===== config.mk =====
export PLATFORM = sky130hd
export DESIGN_NAME = ps2_mouse_cursor_tracker_flat
export DESIGN_NICKNAME = d
export VERILOG_FILES = /design/src/rtl/ps2mct_pkg.sv /design/src/rtl/ps2mct_if.sv /design/src/rtl/ps2mct_csr.sv /design/src/rtl/ps2mct_core.sv /design/src/rtl/ps2_mouse_cursor_tracker.sv /design/src/flat_wrapper.sv
export SDC_FILE = /design/constraint.sdc
export NUM_CORES = 1
export LEC_CHECK = 0
export ABC_AREA = 1
export CORE_ASPECT_RATIO = 1.5
export CORE_MARGIN = 1
export CORE_UTILIZATION = 61
export CTS_CLUSTER_DIAMETER = 80
export DETAILED_ROUTE_END_ITERATION = 10
export DONT_BUFFER_PORTS = 1
export HOLD_SLACK_MARGIN = 0.03
export PLACE_DENSITY = 0.77
export REMOVE_ABC_BUFFERS = 1
export SYNTH_ARGS = -nofsm -noshare
export SYNTH_HDL_FRONTEND = slang
export SYNTH_SLANG_ARGS = --single-unit

===== constraint.sdc =====
create_clock -name clock -period 5.75 [get_ports clock]
set_clock_uncertainty 0.2 [all_clocks]
set_input_delay 1.15 -clock clock [delete_from_list [all_inputs] [get_ports clock]]
set_output_delay 1.15 -clock clock [all_outputs]
set_load 0.03 [all_outputs]

===== src/rtl/ps2mct_pkg.sv =====
package ps2mct_pkg;

   localparam int BYTE_W   = 8;
   localparam int POS_W    = 10;
   localparam int SENS_W   = 4;
   localparam int CSR_AW   = 4;
   localparam int CSR_DW   = 32;

   // Status bits of a controller poll.
   localparam int STATUS_READY_BIT = 0;
   localparam int STATUS_AUX_BIT   = 5;

   // Bits of the first packet byte.
   localparam int HEAD_LEFT_BIT = 0;
   localparam int HEAD_SYNC_BIT = 3;

   localparam logic [POS_W-1:0]  MAX_X_RESET       = POS_W'(784);
   localparam logic [POS_W-1:0]  MAX_Y_RESET       = POS_W'(584);
   localparam logic [SENS_W-1:0] SENSITIVITY_RESET = SENS_W'(1);
   localparam logic [POS_W-1:0]  POS_X_RESET       = POS_W'(400);
   localparam logic [POS_W-1:0]  POS_Y_RESET       = POS_W'(300);

   // Register indexes (byte address bits [3:2]).
   localparam logic [1:0] REG_MAX_X       = 2'd0;
   localparam logic [1:0] REG_MAX_Y       = 2'd1;
   localparam logic [1:0] REG_SENSITIVITY = 2'd2;

   typedef struct packed {
      logic [POS_W-1:0]  max_x;
      logic [POS_W-1:0]  max_y;
      logic [SENS_W-1:0] sensitivity;
   } cfg_type;

endpackage


===== src/rtl/ps2mct_if.sv =====
interface ps2mct_req_if;
   logic                           valid;
   logic                           ready;
   logic [ps2mct_pkg::BYTE_W-1:0]  status_byte;
   logic [ps2mct_pkg::BYTE_W-1:0]  data_byte;

   modport source (output valid, output status_byte, output data_byte, input ready);
   modport sink   (input valid, input status_byte, input data_byte, output ready);
endinterface

interface ps2mct_rsp_if;
   logic                          valid;
   logic                          ready;
   logic [ps2mct_pkg::POS_W-1:0]  cursor_x;
   logic [ps2mct_pkg::POS_W-1:0]  cursor_y;
   logic                          left_button;

   modport source (output valid, output cursor_x, output cursor_y, output left_button,
                   input ready);
   modport sink   (input valid, input cursor_x, input cursor_y, input left_button,
                   output ready);
endinterface


===== src/rtl/ps2mct_csr.sv =====
module ps2mct_csr (
   input  logic                              clock,
   input  logic                              reset,
   input  logic                              csr_psel,
   input  logic                              csr_penable,
   input  logic                              csr_pwrite,
   input  logic [ps2mct_pkg::CSR_AW-1:0]     csr_paddr,
   input  logic [ps2mct_pkg::CSR_DW-1:0]     csr_pwdata,
   output logic [ps2mct_pkg::CSR_DW-1:0]     csr_prdata,
   output logic                              csr_pready,
   output ps2mct_pkg::cfg_type               cfg
);

   ps2mct_pkg::cfg_type cfg_ff;
   ps2mct_pkg::cfg_type cfg_in;
   logic                write_en;
   logic [1:0]          reg_index;

   assign csr_pready = 1'b1;
   assign write_en   = csr_psel && csr_penable && csr_pwrite && csr_pready;
   assign reg_index  = csr_paddr[3:2];
   assign cfg        = cfg_ff;

   always_comb begin
      cfg_in = cfg_ff;
      if (write_en) begin
         unique case (reg_index)
            ps2mct_pkg::REG_MAX_X:
               cfg_in.max_x = csr_pwdata[ps2mct_pkg::POS_W-1:0];
            ps2mct_pkg::REG_MAX_Y:
               cfg_in.max_y = csr_pwdata[ps2mct_pkg::POS_W-1:0];
            ps2mct_pkg::REG_SENSITIVITY:
               cfg_in.sensitivity = csr_pwdata[ps2mct_pkg::SENS_W-1:0];
            default: ;
         endcase
      end
   end

   always_comb begin
      unique case (reg_index)
         ps2mct_pkg::REG_MAX_X:
            csr_prdata = ps2mct_pkg::CSR_DW'(cfg_ff.max_x);
         ps2mct_pkg::REG_MAX_Y:
            csr_prdata = ps2mct_pkg::CSR_DW'(cfg_ff.max_y);
         ps2mct_pkg::REG_SENSITIVITY:
            csr_prdata = ps2mct_pkg::CSR_DW'(cfg_ff.sensitivity);
         default:
            csr_prdata = '0;
      endcase
   end

   always_ff @(posedge clock) begin
      if (reset) begin
         cfg_ff.max_x       <= ps2mct_pkg::MAX_X_RESET;
         cfg_ff.max_y       <= ps2mct_pkg::MAX_Y_RESET;
         cfg_ff.sensitivity <= ps2mct_pkg::SENSITIVITY_RESET;
      end else begin
         cfg_ff <= cfg_in;
      end
   end

endmodule


===== src/rtl/ps2mct_core.sv =====
module ps2mct_core (
   input  logic                 clock,
   input  logic                 reset,
   input  ps2mct_pkg::cfg_type  cfg,
   ps2mct_req_if.sink           req_chan,
   ps2mct_rsp_if.source         rsp_chan
);

   typedef enum logic [1:0] {
      IDX_HEAD,
      IDX_DX,
      IDX_DY
   } byte_index_type;

   localparam int SUM_W = ps2mct_pkg::POS_W + 3;

   byte_index_type                     byte_index_ff, byte_index_in;
   logic                               in_valid_ff, in_valid_in;
   logic [ps2mct_pkg::BYTE_W-1:0]      status_ff, status_in;
   logic [ps2mct_pkg::BYTE_W-1:0]      data_ff, data_in;
   logic [ps2mct_pkg::BYTE_W-1:0]      head_ff, head_in;
   logic [ps2mct_pkg::BYTE_W-1:0]      dx_byte_ff, dx_byte_in;
   logic [ps2mct_pkg::POS_W-1:0]       pos_x_ff, pos_x_in;
   logic [ps2mct_pkg::POS_W-1:0]       pos_y_ff, pos_y_in;
   logic                               button_ff, button_in;
   logic                               rsp_valid_ff, rsp_valid_in;

   logic                               out_free;
   logic                               take;
   logic                               use_byte;
   logic                               emit;
   logic signed [SUM_W-1:0]            step_x, step_y;
   logic signed [SUM_W-1:0]            sum_x, sum_y;

   function automatic logic [ps2mct_pkg::POS_W-1:0] clamp_pos(
      input logic signed [SUM_W-1:0]      v,
      input logic [ps2mct_pkg::POS_W-1:0] limit
   );
      logic [ps2mct_pkg::POS_W-1:0] r;
      if (v[SUM_W-1]) begin
         r = '0;
      end else if (v[SUM_W-2:0] > (SUM_W-1)'(limit)) begin
         r = limit;
      end else begin
         r = v[ps2mct_pkg::POS_W-1:0];
      end
      return r;
   endfunction

   // The input register is drained whenever the result register can take a value.
   assign out_free       = !rsp_valid_ff || rsp_chan.ready;
   assign take           = in_valid_ff && out_free;
   assign req_chan.ready = !in_valid_ff || take;
   assign use_byte       = take && status_ff[ps2mct_pkg::STATUS_READY_BIT]
                                && status_ff[ps2mct_pkg::STATUS_AUX_BIT];
   assign emit           = use_byte && (byte_index_ff == IDX_DY);

   assign step_x = SUM_W'($signed(dx_byte_ff)) * SUM_W'($signed({1'b0, cfg.sensitivity}));
   assign step_y = SUM_W'($signed(data_ff)) * SUM_W'($signed({1'b0, cfg.sensitivity}));
   assign sum_x  = $signed({3'b000, pos_x_ff}) + step_x;
   assign sum_y  = $signed({3'b000, pos_y_ff}) - step_y;

   always_comb begin
      in_valid_in   = in_valid_ff;
      status_in     = status_ff;
      data_in       = data_ff;
      byte_index_in = byte_index_ff;
      head_in       = head_ff;
      dx_byte_in    = dx_byte_ff;
      pos_x_in      = pos_x_ff;
      pos_y_in      = pos_y_ff;
      button_in     = button_ff;
      rsp_valid_in  = rsp_valid_ff && !rsp_chan.ready;

      if (take) begin
         in_valid_in = 1'b0;
      end
      if (req_chan.valid && req_chan.ready) begin
         in_valid_in = 1'b1;
         status_in   = req_chan.status_byte;
         data_in     = req_chan.data_byte;
      end

      if (use_byte) begin
         unique case (byte_index_ff)
            IDX_HEAD: begin
               // A header without the sync bit is dropped to regain packet alignment.
               if (data_ff[ps2mct_pkg::HEAD_SYNC_BIT]) begin
                  head_in       = data_ff;
                  byte_index_in = IDX_DX;
               end
            end
            IDX_DX: begin
               dx_byte_in    = data_ff;
               byte_index_in = IDX_DY;
            end
            default: begin
               byte_index_in = IDX_HEAD;
               button_in     = head_ff[ps2mct_pkg::HEAD_LEFT_BIT];
               pos_x_in      = clamp_pos(sum_x, cfg.max_x);
               pos_y_in      = clamp_pos(sum_y, cfg.max_y);
               rsp_valid_in  = 1'b1;
            end
         endcase
      end
   end

   always_ff @(posedge clock) begin
      if (reset) begin
         in_valid_ff   <= 1'b0;
         byte_index_ff <= IDX_HEAD;
         head_ff       <= '0;
         dx_byte_ff    <= '0;
         pos_x_ff      <= ps2mct_pkg::POS_X_RESET;
         pos_y_ff      <= ps2mct_pkg::POS_Y_RESET;
         button_ff     <= 1'b0;
         rsp_valid_ff  <= 1'b0;
      end else begin
         in_valid_ff   <= in_valid_in;
         byte_index_ff <= byte_index_in;
         head_ff       <= head_in;
         dx_byte_ff    <= dx_byte_in;
         pos_x_ff      <= pos_x_in;
         pos_y_ff      <= pos_y_in;
         button_ff     <= button_in;
         rsp_valid_ff  <= rsp_valid_in;
      end
      status_ff <= status_in;
      data_ff   <= data_in;
   end

   // The cursor registers double as the result payload.
   assign rsp_chan.valid       = rsp_valid_ff;
   assign rsp_chan.cursor_x    = pos_x_ff;
   assign rsp_chan.cursor_y    = pos_y_ff;
   assign rsp_chan.left_button = button_ff;

   a_idx_legal: assert property (@(posedge clock) disable iff (reset)
      byte_index_ff == IDX_HEAD || byte_index_ff == IDX_DX || byte_index_ff == IDX_DY)
      else $error("byte index left the packet sequence");

   a_emit_resets_idx: assert property (@(posedge clock) disable iff (reset)
      emit |=> byte_index_ff == IDX_HEAD && rsp_valid_ff)
      else $error("completed packet did not restart assembly or raise a result");

   a_clamp_x: assert property (@(posedge clock) disable iff (reset)
      emit |=> pos_x_ff <= $past(cfg.max_x) && pos_y_ff <= $past(cfg.max_y))
      else $error("cursor left the clamp window");

   a_no_loss: assert property (@(posedge clock) disable iff (reset)
      in_valid_ff && !take |=> in_valid_ff && $stable(data_ff))
      else $error("held poll was lost");

   a_no_overwrite: assert property (@(posedge clock) disable iff (reset)
      rsp_valid_ff && !rsp_chan.ready |-> !emit)
      else $error("result register overwritten while stalled");

endmodule


===== src/rtl/ps2_mouse_cursor_tracker.sv =====
// PS/2 mouse cursor tracker.
// The request channel carries one controller poll per transaction: a status
// byte and a data byte. Polls whose status lacks data ready or the auxiliary
// flag are consumed and produce nothing. Accepted bytes are assembled into
// three-byte mouse packets; a first byte without its sync bit is dropped.
// Each completed packet yields one response transaction with the clamped
// cursor position and the left button state.
// A poll is registered on acceptance and processed once the result register
// can take a value; the cursor from the third byte is then registered there.
// One poll is accepted every cycle while the response is not stalled; the
// rate is set by the single add-and-clamp stage between the input register
// and the result register. When the response is stalled, no poll is
// processed: the input register holds one more poll and the request channel
// stalls once that register is full.
// Reset places the cursor at (400, 300), restarts packet assembly and loads
// the clamp limits 784 and 584 with sensitivity one. The limits and the
// sensitivity are written through the register port; the user must write
// them only while the block is idle; the block itself does not enforce it.
module ps2_mouse_cursor_tracker (
   input  logic                           clock,
   input  logic                           reset,
   ps2mct_req_if.sink                     req_chan,
   ps2mct_rsp_if.source                   rsp_chan,
   input  logic                           csr_psel,
   input  logic                           csr_penable,
   input  logic                           csr_pwrite,
   input  logic [ps2mct_pkg::CSR_AW-1:0]  csr_paddr,
   input  logic [ps2mct_pkg::CSR_DW-1:0]  csr_pwdata,
   output logic [ps2mct_pkg::CSR_DW-1:0]  csr_prdata,
   output logic                           csr_pready
);

   ps2mct_pkg::cfg_type cfg;

   ps2mct_csr u_csr (
      .clock       (clock),
      .reset       (reset),
      .csr_psel    (csr_psel),
      .csr_penable (csr_penable),
      .csr_pwrite  (csr_pwrite),
      .csr_paddr   (csr_paddr),
      .csr_pwdata  (csr_pwdata),
      .csr_prdata  (csr_prdata),
      .csr_pready  (csr_pready),
      .cfg         (cfg)
   );

   ps2mct_core u_core (
      .clock    (clock),
      .reset    (reset),
      .cfg      (cfg),
      .req_chan (req_chan),
      .rsp_chan (rsp_chan)
   );

endmodule


===== src/flat_wrapper.sv =====
// flat-port wrapper written by rule: the top's interface ports become plain ports
module ps2_mouse_cursor_tracker_flat 
  (clock, reset, csr_psel, csr_penable, csr_pwrite, csr_paddr, csr_pwdata, csr_prdata, csr_pready, req_chan_valid, req_chan_status_byte, req_chan_data_byte, req_chan_ready, rsp_chan_valid, rsp_chan_cursor_x, rsp_chan_cursor_y, rsp_chan_left_button, rsp_chan_ready);
  ps2mct_req_if req_chan_i ();
  ps2mct_rsp_if rsp_chan_i ();
  input  logic clock;
  input  logic reset;
  input  logic csr_psel;
  input  logic csr_penable;
  input  logic csr_pwrite;
  input  logic [ps2mct_pkg::CSR_AW-1:0] csr_paddr;
  input  logic [ps2mct_pkg::CSR_DW-1:0] csr_pwdata;
  output logic [ps2mct_pkg::CSR_DW-1:0] csr_prdata;
  output logic csr_pready;
  input wire logic [$bits(req_chan_i.valid)-1:0] req_chan_valid;
  input wire logic [$bits(req_chan_i.status_byte)-1:0] req_chan_status_byte;
  input wire logic [$bits(req_chan_i.data_byte)-1:0] req_chan_data_byte;
  output wire logic [$bits(req_chan_i.ready)-1:0] req_chan_ready;
  output wire logic [$bits(rsp_chan_i.valid)-1:0] rsp_chan_valid;
  output wire logic [$bits(rsp_chan_i.cursor_x)-1:0] rsp_chan_cursor_x;
  output wire logic [$bits(rsp_chan_i.cursor_y)-1:0] rsp_chan_cursor_y;
  output wire logic [$bits(rsp_chan_i.left_button)-1:0] rsp_chan_left_button;
  input wire logic [$bits(rsp_chan_i.ready)-1:0] rsp_chan_ready;
  assign req_chan_i.valid = req_chan_valid;
  assign req_chan_i.status_byte = req_chan_status_byte;
  assign req_chan_i.data_byte = req_chan_data_byte;
  assign req_chan_ready = req_chan_i.ready;
  assign rsp_chan_valid = rsp_chan_i.valid;
  assign rsp_chan_cursor_x = rsp_chan_i.cursor_x;
  assign rsp_chan_cursor_y = rsp_chan_i.cursor_y;
  assign rsp_chan_left_button = rsp_chan_i.left_button;
  assign rsp_chan_i.ready = rsp_chan_ready;
  ps2_mouse_cursor_tracker u_core (.clock(clock), .reset(reset), .req_chan(req_chan_i), .rsp_chan(rsp_chan_i), .csr_psel(csr_psel), .csr_penable(csr_penable), .csr_pwrite(csr_pwrite), .csr_paddr(csr_paddr), .csr_pwdata(csr_pwdata), .csr_prdata(csr_prdata), .csr_pready(csr_pready));
endmodule

**Word level (Yosys, flattened, before mapping)**

Index checks and enable logic that the tools add are counted.

- Order comparisons: 2
- Equality and inequality tests: 4
- $mul: 2
- Add/sub/neg operators: 2
- Mux-type cells: 11
- Reduce and logical (&&, ||, !) cells: 23
- Bitwise operators: 1

Operators with widths:

| cell | count |
|---|---|
| two-way mux 10 bit | 4 |
| case mux 10 bit (3 select lines) | 1 |
| multiplier 8 x 5 -> 13 bit | 2 |
| > comparator 12 x 10 -> 1 bit | 2 |
| adder 11 x 13 -> 13 bit | 1 |
| subtractor 11 x 13 -> 13 bit | 1 |
| AND reduction 2 bit | 6 |
| logical AND 1 bit | 7 |
| == test 2 x 1 -> 1 bit, second input constant | 2 |
| zero test 2 bit | 2 |
| two-way mux 1 bit | 4 |
| case mux 2 bit (2 select lines) | 1 |
| zero test 1 bit | 3 |
| AND reduction 3 bit | 1 |
| == test 2 bit, second input constant | 1 |
| logical OR 1 bit | 2 |
| two-way mux 2 bit | 1 |
| != test 2 bit, second input constant | 1 |
| nonzero test 2 bit | 1 |
| OR reduction 2 bit | 1 |
| inverter 1 bit | 1 |

- Register bits after elaboration: 72
- Output and inout port bits: 56
- Input port bits: 59
- Word-level logic and storage cells: 58

**Longest topological paths before layout**

Gate-level depths: netlist (run 1).

- Word-level depth: 6
- Gate-level depth with buffers: 33
- Depth with buffers taken out: 30

**Cells and area by module**

A second synthesis (run 1) with hierarchy kept.

- Cells, all modules: 1059
- Area total of the unflattened synthesis: 7259.5 sq um

Modules (own cells, without submodules):

| module | instances | area an instance (sq um) | seq. area each (sq um) | cells each |
|---|---|---|---|---|
| ps2mct_core | 1 | 5944.5 | 980.9 | 867 |
| ps2mct_csr | 1 | 1315.0 | 480.5 | 192 |

**Worst setup path after synthesis (run 1)**

No wires, ideal clock.

- Path kind: register to register
- Start point: register u_core.u_csr.cfg_ff, in the netlist u_core.u_csr.cfg[1]
- End point: register u_core.u_core.pos_y_ff, in the netlist u_core.u_core.rsp_chan.cursor_y[8]
- Required time: 5.430 ns
- Period minus slack after synthesis: 5.185 ns
- Stages on the path, launching flop included: 32
- Setup time: 0.120 ns
- Setup slack: 0.565 ns
- Arrival: 4.866 ns
- Cells stage by stage: dfxtp_1 -> clkbuf_1 -> clkbuf_1 -> nand2_1 -> inv_1 -> fa_1 -> ha_1 -> inv_1 -> fa_1 -> inv_1 -> fa_1 -> inv_1 -> ha_1 -> nand2_1 -> inv_2 -> nand2_1 -> nand2_1 -> a21oi_1 -> xor2_1 -> inv_1 -> ha_1 -> a21oi_1 -> nor2_1 -> nor2_1 -> nand2_1 -> nand2_1 -> nand2_1 -> nand2_2 -> nand3_4 -> buf_6 -> nor2_1 -> o21ai_1

- Longest elaborated chain between the ends: 5

Ends and longest elaborated chain:

| what | line | source |
|---|---|---|
| from (decl) | ps2mct_csr.sv:14 | `ps2mct_pkg::cfg_type cfg_ff;` |
| from (signal assigned) | ps2mct_csr.sv:58 | `cfg_ff <= cfg_in;` |
| multiplier 8 x 5 -> 13 bit (*) | ps2mct_core.sv:59 | `assign step_y = SUM_W'($signed(data_ff)) * SUM_W'($signed({1'b0, cfg.sensitivity}));` |
| subtractor 11 x 13 -> 13 bit (*) | ps2mct_core.sv:61 | `assign sum_y = $signed({3'b000, pos_y_ff}) - step_y;` |
| > comparator 12 x 10 -> 1 bit | ps2mct_core.sv:42 | `end else if (v[SUM_W-2:0] > (SUM_W-1)'(limit)) begin` |
| two-way mux 10 bit | ps2mct_core.sv:42 |  |
| two-way mux 10 bit (*) | ps2mct_core.sv:40 | `if (v[SUM_W-1]) begin` |
| to (signal assigned) | ps2mct_core.sv:115 | `pos_y_ff <= ps2mct_pkg::POS_Y_RESET;` |
| to (signal assigned) | ps2mct_core.sv:124 | `pos_y_ff <= pos_y_in;` |
| to (decl) | ps2mct_core.sv:24 | `logic [ps2mct_pkg::POS_W-1:0] pos_y_ff, pos_y_in;` |

Mark *: on every way between the ends. The rest lies on a longest branch, timed or not.
A chain may end at the register's enable or synchronous reset.

**Worst setup path after layout (run 1)**

- Start point: register u_core.u_csr.cfg_ff, in the netlist u_core.u_csr.cfg[2]
- End point: register u_core.u_core.pos_y_ff, in the netlist u_core.u_core.rsp_chan.cursor_y[9]

Same word-level chain as after synthesis.

==> results of run 1 <==
## through the flow
stage | total power [mW] | area, um^2 | cells | utilization (%)
6_report | 1.46 | 7390 | 1150 | 66.5
3_3_place_gp | 0.910 | 7080 | 1134 | 63.7
3_5_place_dp | 0.918 | 7080 | 1134 | 63.7
2_1_floorplan | 0.835 | 6840 | 979 | -
4_1_cts | 1.45 | 7370 | 1149 | 66.3
5_1_grt | 1.54 | 7390 | 1150 | 66.5
## cell families after synthesis
family                     count (synthesis)  share of synthesized area (%)
AOI/OAI and AO/OA                        115                           9.02
DFF                                       68                           20.8
and+or+nand+nor                          364                           22.4
buffers and inverters                    311                           18.1
xor gates and xnor gates                  18                           2.24
other                                      2                          0.107
adders and majority gates                125                           27.4
## power by group through the flow
stage / Sequential (mW) / Clock [mW] / Combinational, mW
after global placement: 0.509 / 0 / 0.401
after global routing: 0.500 / 0.558 / 0.478
after detailed placement: 0.510 / 0 / 0.409
final: 0.500 / 0.537 / 0.424
after floorplan: 0.508 / 0 / 0.328
after CTS: 0.499 / 0.542 / 0.411
## layout make-up
type	count	area, um^2	share of cell area, %
well taps	147	184	2.49
repair buffers	8	60.1	0.813
clock inverters	5	35.0	0.474
multi-input cells	646	4400	59.5
inverters	266	998	13.5
clock buffers	10	250	3.39
flip-flops and latches	68	1460	19.8
## critical path: cells and delay by family, from the launching register on
| kind | cells | cell delay [ns] |
|---|---|---|
| DFF | 1 | 0.39 |
| xor gates and xnor gates | 1 | 0.23 |
| adders and majority gates | 6 | 2.31 |
| buffers and inverters | 7 | 0.54 |
| and+or+nand+nor | 14 | 1.29 |
| AOI/OAI and AO/OA | 2 | 0.32 |
## routing by layer
metal  global-route usage, %  up-vias  wire length, um
met5                       0        -                0
met4                    13.8        0              707
met3                    6.57       36              706
met2                    54.0      109             8820
met1                    31.0     2718             5940
li1                        -     3002                -
## repair_timing
action / in CTS / in global routing
setup buffers: 0 / 0
setup endpoints to repair: 0 / 4
gates resized for setup: 0 / 2
## worst paths after layout
check | startpoint | end | slack [ns] | cells after the start
worst max register to register | u_core.u_csr.cfg[2]$_SDFFE_PP0P_ | u_core.u_core.rsp_chan.cursor_y[9]$_SDFFE_PP0P_ | 0.38 | 30
worst max-delay path | u_core.u_csr.cfg[2]$_SDFFE_PP0P_ | u_core.u_core.rsp_chan.cursor_y[9]$_SDFFE_PP0P_ | 0.38 | 30
worst min-delay path | u_core.u_core.head_ff[0]$_SDFFE_PP0P_ | u_core.u_core.head_ff[0]$_SDFFE_PP0P_ | 0.26 | 2
worst min register to register | u_core.u_core.head_ff[0]$_SDFFE_PP0P_ | u_core.u_core.head_ff[0]$_SDFFE_PP0P_ | 0.26 | 2
## Yosys cell counts
| cell type | number | area (um^2) |
|---|---|---|
| nand3_2 | 2 | 20.0 |
| nor2_1 | 44 | 165 |
| ha_1 | 77 | 963 |
| o21ai_1 | 7 | 35.0 |
| nand3_1 | 23 | 115 |
| a21oi_1 | 54 | 270 |
| buf_4 | 23 | 173 |
| dfxtp_1 | 58 | 1160 |
| o21ai_0 | 30 | 150 |
| buf_6 | 2 | 22.5 |
| nand3_4 | 2 | 35.0 |
| or2_1 | 1 | 6.26 |
| fa_1 | 48 | 961 |
| nand3b_1 | 2 | 15.0 |
| nor2_2 | 1 | 6.26 |
| inv_2 | 7 | 26.3 |
| nor2_4 | 2 | 22.5 |
| nor3_1 | 1 | 5.00 |
| o221ai_1 | 4 | 35.0 |
| nand2_2 | 7 | 43.8 |
| nand2_1 | 246 | 923 |
| conb_1 | 2 | 7.51 |
| clkbuf_1 | 16 | 60.1 |
| a21oi_2 | 1 | 8.76 |
| buf_1 | 1 | 3.75 |
| edfxtp_1 | 10 | 300 |
| nand4_1 | 31 | 194 |
| o211ai_1 | 6 | 45.0 |
| o22ai_1 | 6 | 37.5 |
| buf_2 | 3 | 15.0 |
| a21o_1 | 3 | 22.5 |
| nand2_4 | 2 | 22.5 |
| o21bai_1 | 4 | 30.0 |
| xnor2_1 | 10 | 87.6 |
| xor2_1 | 8 | 70.1 |
| inv_1 | 259 | 972 |
## sequential cells by signal, indices dropped and copies added, names as in the netlist
signal                              cells
u_core.u_core.rsp_chan.left_button      1
u_core.u_core.data_ff                   8
u_core.u_core.status_ff                 2
u_core.u_core.in_valid_ff               1
u_core.u_core.rsp_chan.cursor_x        10
u_core.u_core.dx_byte_ff                8
u_core.u_core.head_ff                   1
u_core.u_core.byte_index_ff             2
u_core.u_core.rsp_chan.cursor_y        10
u_core.u_core.rsp_chan.valid            1
u_core.u_csr.cfg                       24
==> impl_metrics.tcl, run 1 <==
set metrics [dict create \
    syn_avg_cell_area_um2 7.01 \
    grt_pass1_vias 5801 \
    pwr_density_cell_mw_per_mm2 198 \
    setup_violations 0 \
    wl_um 16200 \
    slowest_delay_ns 0.55 \
    synth_cell_type_count 36 \
    syn_area_mm2 0.00703 \
    n_antenna_cell 0 \
    fin_ws_ns 0.383 \
    slowest_stage "fa_1" \
    grt_pass1_wl_um 26700 \
    dieHeight_um 133 \
    grt_antenna_before_repair 0 \
    htreeDepth 3 \
    critPathCaptureType "register" \
    setup_tns_ns 0 \
    vias 5865 \
    final_cell_mix "inv_1 (259), nand2_1 (245), ha_1 (77), dfxtp_1 (58), a21oi_1 (54)" \
    path_clk_slew_ns 0.06 \
    hold_viol 0 \
    critical_path_arrival_ns 5.45 \
    worst_slew_margin_rel_pct 47.4 \
    coreArea_mm2 0.0111 \
    hold_slack_ns 0.262 \
    insertion_delay_ns 0.34 \
    min_period_over_period_pct 93.3 \
    p_int_mw 0.945 \
    routedWlPerCell_um 14.1 \
    nFillCells 1021 \
    p_sw_share_pct 35.3 \
    maxCapViolCount 0 \
    grt-ovfl-total 0 \
    power_leakage_nw 4.31 \
    dp_hpwl_um 13100 \
    slew_violations 0 \
    place.gp.congestion 0.896 \
    ant_nets 0 \
    p_sw_mw 0.516 \
    drive_gt1_share_pct 4.99 \
    hp-class "register to register" \
    ctsLongestPathBuffers 2 \
    routed_via_density 5.10 \
    period_minus_slack_ns 5.37 \
    crit_top_cell "nand2_1" \
    syn_inst 1003 \
    outcome "finished clean" \
    nets 1183 \
    place_ws_ns 0.368 \
    path_class "register to register" \
    combPwrFrac_pct 29.0 \
    dieArea_mm2 0.0120 \
    seq_power_share_pct 34.2 \
    io_buffers 0 \
    initial_core_util_pct 63.3 \
    yosysSeqAreaShare_pct 20.8 \
    rows 47 \
    required_ns 5.83 \
    cts_hold_repair.buffers 0 \
    worst_pin_slew_ns 0.803 \
    start_kind "register" \
    numCtsBuffers 9 \
    cts_tree "done" \
    mostFrequentLayoutCell "inv_1" \
    post-route-drc-count 0 \
    track_usage_pct 29.5 \
    cts_root_buf "clkbuf_16" \
    ioPinCount 115 \
    clock-sinks 68 \
    power.clock.fraction_pct 36.8 \
    syn_to_final_growth_pct 5.04 \
    path_max_fanout 12 \
    drt_iter0_drc 289 \
    yosys_warnings 0 \
    rsz0062_at_grt "false" \
    die_w_um 89.7 \
    grt_max_degree 50 \
    firstDrtPassIters 5 \
    ys_ff_latch 68 \
    irDropWorstVdd_uv 145 \
    max_freq_ghz 0.186 \
]
No activity file was read; power rests on OpenSTA's default activity.
==> inputs of run 2 (changes only) <==
- CORE_ASPECT_RATIO: 1.5 -> 0.75
==> impl_metrics.tcl, run 2 (synthesis results as in run 1) <==
set metrics [dict create \
    wl_um 15700 \
    critical_path_arrival_ns 5.48 \
    grt-ovfl-total 0 \
    setup_violations 0 \
    vias 5961 \
    cts_hold_repair.buffers 0 \
    hp-class "register to register" \
    firstDrtPassIters 5 \
    power_leakage_nw 4.30 \
    ioPinCount 115 \
    worst_pin_slew_ns 0.787 \
    insertion_delay_ns 0.34 \
    rows 33 \
    p_sw_mw 0.501 \
    numCtsBuffers 9 \
    drive_gt1_share_pct 4.40 \
    grt_pass1_vias 5490 \
    min_period_over_period_pct 93.9 \
    hold_viol 0 \
    outcome "finished clean" \
    seq_power_share_pct 34.1 \
    combPwrFrac_pct 28.1 \
    cts_tree "done" \
    post-route-drc-count 0 \
    ant_nets 0 \
    path_max_fanout 14 \
    start_kind "register" \
    mostFrequentLayoutCell "inv_1" \
    clock-sinks 68 \
    worst_slew_margin_rel_pct 48.5 \
    required_ns 5.83 \
    power.clock.fraction_pct 37.8 \
    routed_via_density 5.23 \
    grt_antenna_before_repair 0 \
    p_int_mw 0.966 \
    dieHeight_um 95.0 \
    critPathCaptureType "register" \
    ctsLongestPathBuffers 2 \
    p_sw_share_pct 34.1 \
    io_buffers 0 \
    grt_max_degree 50 \
    n_antenna_cell 0 \
    irDropWorstVdd_uv 166 \
    die_w_um 126 \
    crit_top_cell "nand2_1" \
    place_area_mm2 0.00706 \
    slowest_delay_ns 0.54 \
    power_mw 1.47 \
    maxCapViolCount 0 \
    track_usage_pct 29.0 \
    period_minus_slack_ns 5.40 \
    place.gp.congestion 0.930 \
    initial_core_util_pct 63.5 \
    path_class "register to register" \
    rsz0062_at_grt "false" \
    cts_resized 0 \
    largest_reg_flops 24 \
    r2r_slack_ns 0.35 \
    syn_to_final_growth_pct 4.56 \
    coreArea_mm2 0.0111 \
    dpl.cell_count 1125 \
    slew_violations 0 \
    nets 1180 \
    routedWlPerCell_um 13.8 \
    final_cell_mix "inv_1 (259), nand2_1 (246), ha_1 (77), dfxtp_1 (58), a21oi_1 (54)" \
    dieArea_mm2 0.0120 \
    drt_iter0_drc 356 \
    cts_setup_buffers 0 \
    pwr_density_cell_mw_per_mm2 200 \
    htreeDepth 3 \
    grt_pass1_wl_um 26600 \
    setup_tns_ns 0 \
    dp_hpwl_um 12700 \
    max_freq_ghz 0.185 \
    slowest_stage "fa_1" \
    cts_root_buf "clkbuf_16" \
    fin_area_mm2 0.00735 \
    instances_no_fill 1140 \
    path_clk_slew_ns 0.06 \
]
run 2: power groups by stage:
stage          sequential (mW)  combinational [mW]  clock, mW
2_1_floorplan            0.508               0.328          0
5_1_grt                  0.500               0.472      0.586
3_3_place_gp             0.509               0.399          0
6_report                 0.500               0.413      0.554
3_5_place_dp             0.509               0.402          0
4_1_cts                  0.499               0.405      0.563
run 2: layout make-up:
type                    instances  area (um^2)
multi-input cells             645         4380
fillers                       996         3710
flip-flops and latches         68         1460
inverters                     266          998
clock buffers                  12          279
well taps                     140          175
repair buffers                  6         45.0
clock inverters                 3         16.3
run 2: critical path: cells and delay by family, from the launching register on:
| kind | cells | cell delay (ns) |
|---|---|---|
| adder cells (fa/ha/maj) | 6 | 2.47 |
| buffers and inverters | 7 | 0.38 |
| AO/OA/AOI/OAI | 1 | 0.16 |
| flip-flops | 1 | 0.47 |
| XOR/XNOR | 1 | 0.30 |
| AND/OR/NAND/NOR | 14 | 1.36 |
run 2: worst paths after layout:
path | end | cells after the start | startpoint
setup / recovery | u_core.u_core.rsp_chan.cursor_y[9]$_SDFFE_PP0P_ | 29 | u_core.u_core.data_ff[3]$_DFFE_PP_
hold / removal | u_core.u_core.head_ff[0]$_SDFFE_PP0P_ | 2 | u_core.u_core.head_ff[0]$_SDFFE_PP0P_
setup reg to reg | u_core.u_core.rsp_chan.cursor_y[9]$_SDFFE_PP0P_ | 29 | u_core.u_core.data_ff[3]$_DFFE_PP_
hold reg to reg | u_core.u_core.head_ff[0]$_SDFFE_PP0P_ | 2 | u_core.u_core.head_ff[0]$_SDFFE_PP0P_
run 2: routing by layer:
layer / track usage, % / vias to the layer above / wire, um
met5: 0 / - / 0
met2: 43.4 / 254 / 6340
met4: 8.43 / 0 / 270
met3: 6.01 / 24 / 1380
li1: - / 2990 / -
met1: 42.1 / 2693 / 7710
run 2: through the flow:
stage | setup WS, ns | hold WS, ns | utilization (%)
after floorplan | 0.870 | 0.232 | -
after global placement | 0.507 | 0.244 | 63.8
after detailed placement | 0.536 | 0.250 | 63.8
after CTS | 0.440 | 0.257 | 66.4
after global routing | 0.0264 | 0.286 | 66.4
final | 0.352 | 0.261 | 66.4
==> inputs of run 3 (changes only) <==
==> constraint.sdc (replaced) <==
create_clock -name clock -period 5.75 [get_ports clock]
set_clock_uncertainty 0.2 [all_clocks]
set_input_delay 0.575 -clock clock [delete_from_list [all_inputs] [get_ports clock]]
set_output_delay 0.575 -clock clock [all_outputs]
set_load 0.03 [all_outputs]
==> impl_metrics.tcl, run 3 (synthesis results as in run 1) <==
set metrics [dict create \
    outcome "finished clean" \
    ctsLongestPathBuffers 2 \
    grt_max_degree 50 \
    largest_reg_flops 24 \
    slowest_delay_ns 0.53 \
    path_class "register to register" \
    dieHeight_um 95.0 \
    syn_to_final_growth_pct 5.12 \
    instances_no_fill 1143 \
    worst_pin_slew_ns 0.762 \
    place.gp.congestion 0.907 \
    required_ns 5.82 \
    dpl.cell_count 1125 \
    maxCapViolCount 0 \
    cts_root_buf "clkbuf_16" \
    grt_pass1_wl_um 27400 \
    rsz0062_at_grt "false" \
    numCtsBuffers 9 \
    period_minus_slack_ns 5.30 \
    hold_viol 0 \
    coreArea_mm2 0.0111 \
    dieArea_mm2 0.0120 \
    grtUsageMet2_pct 45.1 \
    grt_antenna_before_repair 0 \
    grt_pass1_vias 5645 \
    routedWlPerCell_um 14.2 \
    drive_gt1_share_pct 4.79 \
    worst_slew_margin_rel_pct 50.1 \
    setup_violations 0 \
    initial_core_util_pct 63.5 \
    start_kind "register" \
    max_freq_ghz 0.189 \
    track_usage_pct 29.7 \
    multi_input_area_mm2 0.00440 \
    htreeDepth 3 \
    post-route-drc-count 0 \
    n_antenna_cell 0 \
    ant_nets 0 \
    insertion_delay_ns 0.33 \
    pwr_density_cell_mw_per_mm2 201 \
    gr-usage-met1_pct 42.4 \
    crit_top_cell "nand2_1" \
    critPathCaptureType "register" \
    clock-sinks 68 \
    final_cell_mix "inv_1 (259), nand2_1 (245), ha_1 (77), dfxtp_1 (58), a21oi_1 (54)" \
    vias 5919 \
    firstDrtPassIters 5 \
    setup_tns_ns 0 \
    mostFrequentLayoutCell "inv_1" \
    nFillCells 983 \
    cts_tree "done" \
    irDropWorstVdd_uv 178 \
    slew_violations 0 \
    die_w_um 126 \
    path_clk_slew_ns 0.06 \
    drt_iter0_drc 378 \
    min_period_over_period_pct 92.2 \
    critical_path_arrival_ns 5.38 \
    dp_hpwl_um 12800 \
    grt_busiest_layer "met2" \
    routed_via_density 5.18 \
    use_met3_pct 6.69 \
    slowest_stage "fa_1" \
    path_max_fanout 12 \
    io_buffers 0 \
    nets 1182 \
    rows 33 \
    wl_um 16200 \
    utilization_pct 66.8 \
    grt-ovfl-total 0 \
    power_leakage_nw 4.32 \
    seq_area_mm2 0.00146 \
    hp-class "primary input to register" \
    ioPinCount 115 \
    cts_hold_repair.buffers 0 \
]
## run 3: cell types whose count changed in the layout (fill, tap and decap cells not counted)
cell	delta
buf_4	+1
clkbuf_8	+1
clkinv_2	-1
nand2_2	+1
nand2_1	-1
xnor2_1	-1
xnor2_2	+1
nand3_2	+1
clkbuf_1	+1
## run 3: worst paths after layout
kind / startpoint / endpoint / slack, ns / cells past startpoint
worst max register to register: u_core.u_csr.cfg[2]$_SDFFE_PP0P_ / u_core.u_core.rsp_chan.cursor_y[9]$_SDFFE_PP0P_ / 0.45 / 30
worst min register to register: u_core.u_core.head_ff[0]$_SDFFE_PP0P_ / u_core.u_core.rsp_chan.left_button$_SDFFE_PP0P_ / 0.29 / 2
worst min-delay path: reset / u_core.u_core.byte_index_ff[0]$_SDFFE_PP0P_ / 0.11 / 1
worst max-delay path: u_core.u_csr.cfg[2]$_SDFFE_PP0P_ / u_core.u_core.rsp_chan.cursor_y[9]$_SDFFE_PP0P_ / 0.45 / 30
## run 3: where the power goes
part	internal (mW)	switching, mW
registers	0.492	0.00783
clock network	0.356	0.208
logic	0.138	0.287
total	0.986	0.503
## run 3: per-stage QoR
step | area, um^2 | power [mW] | hold WS, ns | setup slack (ns)
finish | 7390 | 1.49 | 0.109 | 0.447
global route | 7390 | 1.59 | 0.0928 | 0.0398
CTS | 7360 | 1.48 | 0.0981 | 0.436
detailed placement | 7060 | 0.913 | 0.264 | 0.462
global placement | 7060 | 0.907 | 0.245 | 0.519
floorplan | 6840 | 0.835 | 0.232 | 0.870
## run 3: final cells by class
| type | count | area share, % |
|---|---|---|
| flip-flops and latches | 68 | 19.8 |
| multi-input cells | 646 | 59.5 |
| repair buffers | 7 | 0.711 |
| inverters | 266 | 13.5 |
| well taps | 140 | 2.37 |
| clock buffers | 14 | 4.01 |
| clock inverters | 2 | 0.152 |
## run 3: critical path, delay by kind of cell, from the launching register on
kind                     cells  cell delay (ns)
buffers and inverters        7             0.58
AO/OA/AOI/OAI                2             0.29
flip-flops                   1             0.39
AND/OR/NAND/NOR             14             1.26
adder cells (fa/ha/maj)      6             2.29
XOR/XNOR                     1             0.21
## run 3: what timing repair did
action	in CTS	in global routing
endpoints found under the setup margin	0	2
gates resized for setup	0	2
setup buffers	0	1
## run 3: routing by layer
metal  vias up  wire length (um)  part of all wire, %
li1       2998                 -                    -
met1      2681              7770                   48
met5         -                 0                    0
met2       220              6770                   42
met3        20              1400                  8.6
met4         0               243                  1.5
